==> src/sv/lzom_ram.sv <==
// Generic one-write, one-read memory with registered read data.
module lzom_ram #(
  parameter int WIDTH = 8,
  parameter int DEPTH = 256
) (
  input  logic                     clk,
  input  logic                     we,
  input  logic [$clog2(DEPTH)-1:0] waddr,
  input  logic [WIDTH-1:0]         wdata,
  input  logic                     re,
  input  logic [$clog2(DEPTH)-1:0] raddr,
  output logic [WIDTH-1:0]         rdata
);

  logic [WIDTH-1:0] mem_r [DEPTH];
  logic [WIDTH-1:0] rdata_r;

  always_ff @(posedge clk) begin
    if (we) begin
      mem_r[waddr] <= wdata;
    end
    if (re) begin
      rdata_r <= mem_r[raddr];
    end
  end

  assign rdata = rdata_r;

endmodule

==> config.mk <==
export PLATFORM = sky130hd
export DESIGN_NAME = lzom_ram
export DESIGN_NICKNAME = d
export VERILOG_FILES = /design/src/sv/lzom_ram.sv
export SDC_FILE = /design/constraint.sdc
export NUM_CORES = 2
export LEC_CHECK = 0
export ABC_AREA = 1
export BUFFER_PORTS_ARGS = -buffer_cell sky130_fd_sc_hd__buf_2
export CAP_MARGIN = 20
export CORE_UTILIZATION = 48
export CTS_BUF_LIST = sky130_fd_sc_hd__clkbuf_16
export CTS_CLUSTER_DIAMETER = 50
export DETAILED_ROUTE_END_ITERATION = 6
export PLACE_DENSITY = 0.63
export SLEW_MARGIN = 30
export SYNTH_ARGS = -nofsm -noshare
export SYNTH_HDL_FRONTEND = slang
export SYNTH_SLANG_ARGS = --single-unit
==> constraint.sdc <==
create_clock -name clk -period 4.6 [get_ports clk]
set_input_delay 0.69 -clock clk [delete_from_list [all_inputs] [get_ports clk]]
set_output_delay 0.69 -clock clk [all_outputs]
set_load 0.01 [all_outputs]
==> results.md <==
- Pint: 30610 µW
- Worst reg2reg setup slack: 2.52 ns
- Initial Util: 48.50%
- Post-synthesis sequential area ratio: 73.96%
- PwrDens: 428.1 nW/µm²
- CTS tree: built
- Skew-Pair Late Insertion Delay: 0.85 ns
- Switching pwr: 9012 µW
- Synth unique cells: 13
- Primary FF master, synth: edfxtp_1
- Non-Filler Instances: 9390
- Drt via density: 5.818
- Synth cell count leaders: 2123 x nand2_1, 2056 x edfxtp_1, 2019 x nand3_1, 283 x nor2_1, 268 x buf_2
- Clock slew at reported path FFs: 0.06 ns
- Vias: 54635
- Die W: 419.0 µm
- Min-Delay Startpoint: re
- Most common cell in the synthesized netlist: nand2_1
- Top cell type's share of synthesized area: 73.96%
- Critical path capture point type: register
- Sink Count: 2056
- Worst r2r dst: rdata[7]
- Arrival @ worst endpoint: 3.53 ns
- Max FO, Critical Path: 120
- Worst setup SP type: primary input
- H-tree Lvls: 4
- Final min period: 2.814 ns
- Yosys top cell by area: edfxtp_1
- Share of cells above drive strength 1: 6.816%
- Synth area leaders: edfxtp_1 74%, nand3_1 12%, nand2_1 9.5%
- Postcts setup bufs: 0
- Routed Antenna Nets: 0
- Gr usage total: 26.02%
- Synth Area in XOR/XNOR: 0%
- Post-DP HPWL: 128.9 mm
- Synth Area in Adders: 0%
- CTS Hold Buffers Added: 0
- Clock share of power: 41.8%
- Final Hold Viols: 0
- Post-CTS resize count: 0
- Overflow after GRT: 0
- Number of flops mapped to enable cells by yosys: 2056
- Ys async rst share: 0%
- Crit Path Category: primary input to register
- Overall power: 39620 µW
- Reg power frac: 52.2%
- Mux contribution to synthesized area: 0%
- # IOs: 35
- Reg-to-Reg Start: mem_r[191][7]
- Row count: 152
- Syn_nets: 7030
- Clock buffer depth: 3
- Final-stage net count: 6928
- Vias in the first global route: 52158
- Mean area per synthesized cell: 11.92 µm²
- Yosys warns: 0
- Endpoints failing setup: 0
- Post-Route Skew: 0.02667 ns
- Post-DP Area: 85840 µm²
- First-pass GRT wire length: 338.7 mm
- Hold Crit Class: primary input to register
- Compound-Gate Fraction of Synth Area: 0%
- WP data required: 5.32 ns
- Initial antenna violation count: 8
- Largest family of logic cells by synthesized area: simple AND/OR/NAND/NOR gates
- Post-DR wirelength/cell: 24.35 µm
- Peak VDD IR: 457.5 µV
- Seq cells post-synth: 2056
- Hold depth: 1
- Die area: 175600 µm²
- Area Growth Syn to Fin: 10.87%
- Die height: 419.0 µm
- Cell count after placement: 8998
- CTS root buffer: clkbuf_16
- Simple-gate area share of the yosys netlist: 22.92%
- Slew Limit Fails: 0
- Period Utilization, post-route: 61.17%
- Post-route cell area: 92550 µm²
- Max_cap viols: 0
- Pin count of the biggest net entering global routing: 156
- Setup TNS Final: 0 ns
- Mapped Cells: 7003
- Slew margin rel.: 29.08%
- IO buf count: 34
- Core ar.: 172100 µm²
- DR pass1 iterations: 6
- Cts bufs inserted: 211
- DRC viols: 0
- Status: complete, no violations
- RSZ-0062 raised after global routing: false
- Placer congestion estimate: 0.9388
- WHS Endpoint: rdata[6]
- Logic gate share of total power: 6.0%
- Final wirelength: 228.6 mm
- Pleak: 0.03203 µW
- Fmax: 0.3554 GHz
- Cell area after synthesis: 83480 µm²
- Slew at the pin closest to its max-slew limit: 1.060 ns
- Sw frac: 22.75%
- Hold Slack: 0.2738 ns
- Reg2reg path depth: 10
- DRT iter0 DRCs: 6850
-- layer usage --
| layer | vias to the layer above | GRT usage [%] | share of wire [%] |
|---|---|---|---|
| li1 | 24693 | - | - |
| met1 | 26771 | 36.06 | 40 |
| met2 | 2702 | 40.50 | 46 |
| met3 | 461 | 4.875 | 9.3 |
| met4 | 8 | 10.70 | 4.0 |
| met5 | - | 0 | 0.027 |
-- cells by family after synthesis --
kind of cell           Yosys count
AND/OR/NAND/NOR               4425
buffers and inverters          522
flip-flops                    2056
-- cell type report --
type	count	area [µm²]
antenna	8	20.02
clock buffer	218	5455
fill	14248	79560
multi-input combinational	4425	19190
timing repair buffer	168	1852
sequential	2056	61740
tap	2310	2890
inverter	39	180.2
clock inverter	166	1229
-- per-stage QoR --
step	setup slack, ns	utilization (%)
global route	1.776	53.76
finish	1.786	53.77
floorplan	2.419	-
global placement	1.029	49.86
CTS	1.908	53.76
detailed placement	1.056	49.88
-- how the worst max path moves through the flow --
| stage | from | endpoint | slack, ns |
|---|---|---|---|
| detailed placement | raddr[0] | rdata[2] | 1.06 |
| global placement | raddr[0] | rdata[2] | 1.03 |
| CTS | raddr[0] | rdata[3] | 1.91 |
| finish | raddr[0] | rdata[2] | 1.79 |
| floorplan | we | mem_r[162][0] | 2.42 |
| global route | raddr[0] | rdata[3] | 1.78 |
-- worst max-delay path, stage by stage --
cell     delay [ns]
buf_8          0.16
inv_16         0.33
buf_4          0.62
nand2_1        0.11
nand3_1        0.13
nand3_1        0.09
nand3_1        0.12
nand3_1        0.17
nand3_1        0.37
nand3_1        0.20
nand2_1        0.11
nand2_1        0.05
nand2_1        0.07
-- cells in the final DEF (no fill, tap or decap), types with 7 or more instances in the layout --
| cell type | count |
|---|---|
| buf_8 | 11 |
| buf_12 | 45 |
| nand2_2 | 7 |
| clkinv_1 | 55 |
| inv_1 | 68 |
| clkinv_2 | 36 |
| buf_4 | 90 |
| inv_6 | 7 |
| diode_2 | 8 |
| edfxtp_1 | 2056 |
| nand2_1 | 2113 |
| nor2_1 | 279 |
| clkinvlp_4 | 11 |
| bufinv_16 | 15 |
| buf_2 | 22 |
| clkbuf_16 | 218 |
| nand3_1 | 2019 |
-- sequential cells by signal, summed over array words and instances, names as in the netlist --
register / count
rdata: 8
mem_r: 2048
-- power by group through the flow --
stage	combinational, µW	clock [µW]	sequential [µW]
2_1_floorplan	1270	0	21100
3_3_place_gp	2310	0	21100
3_5_place_dp	2330	0	21100
4_1_cts	2340	16700	20700
5_1_grt	2530	17400	20700
6_report	2360	16600	20700
(Power assumes the default switching activity.)
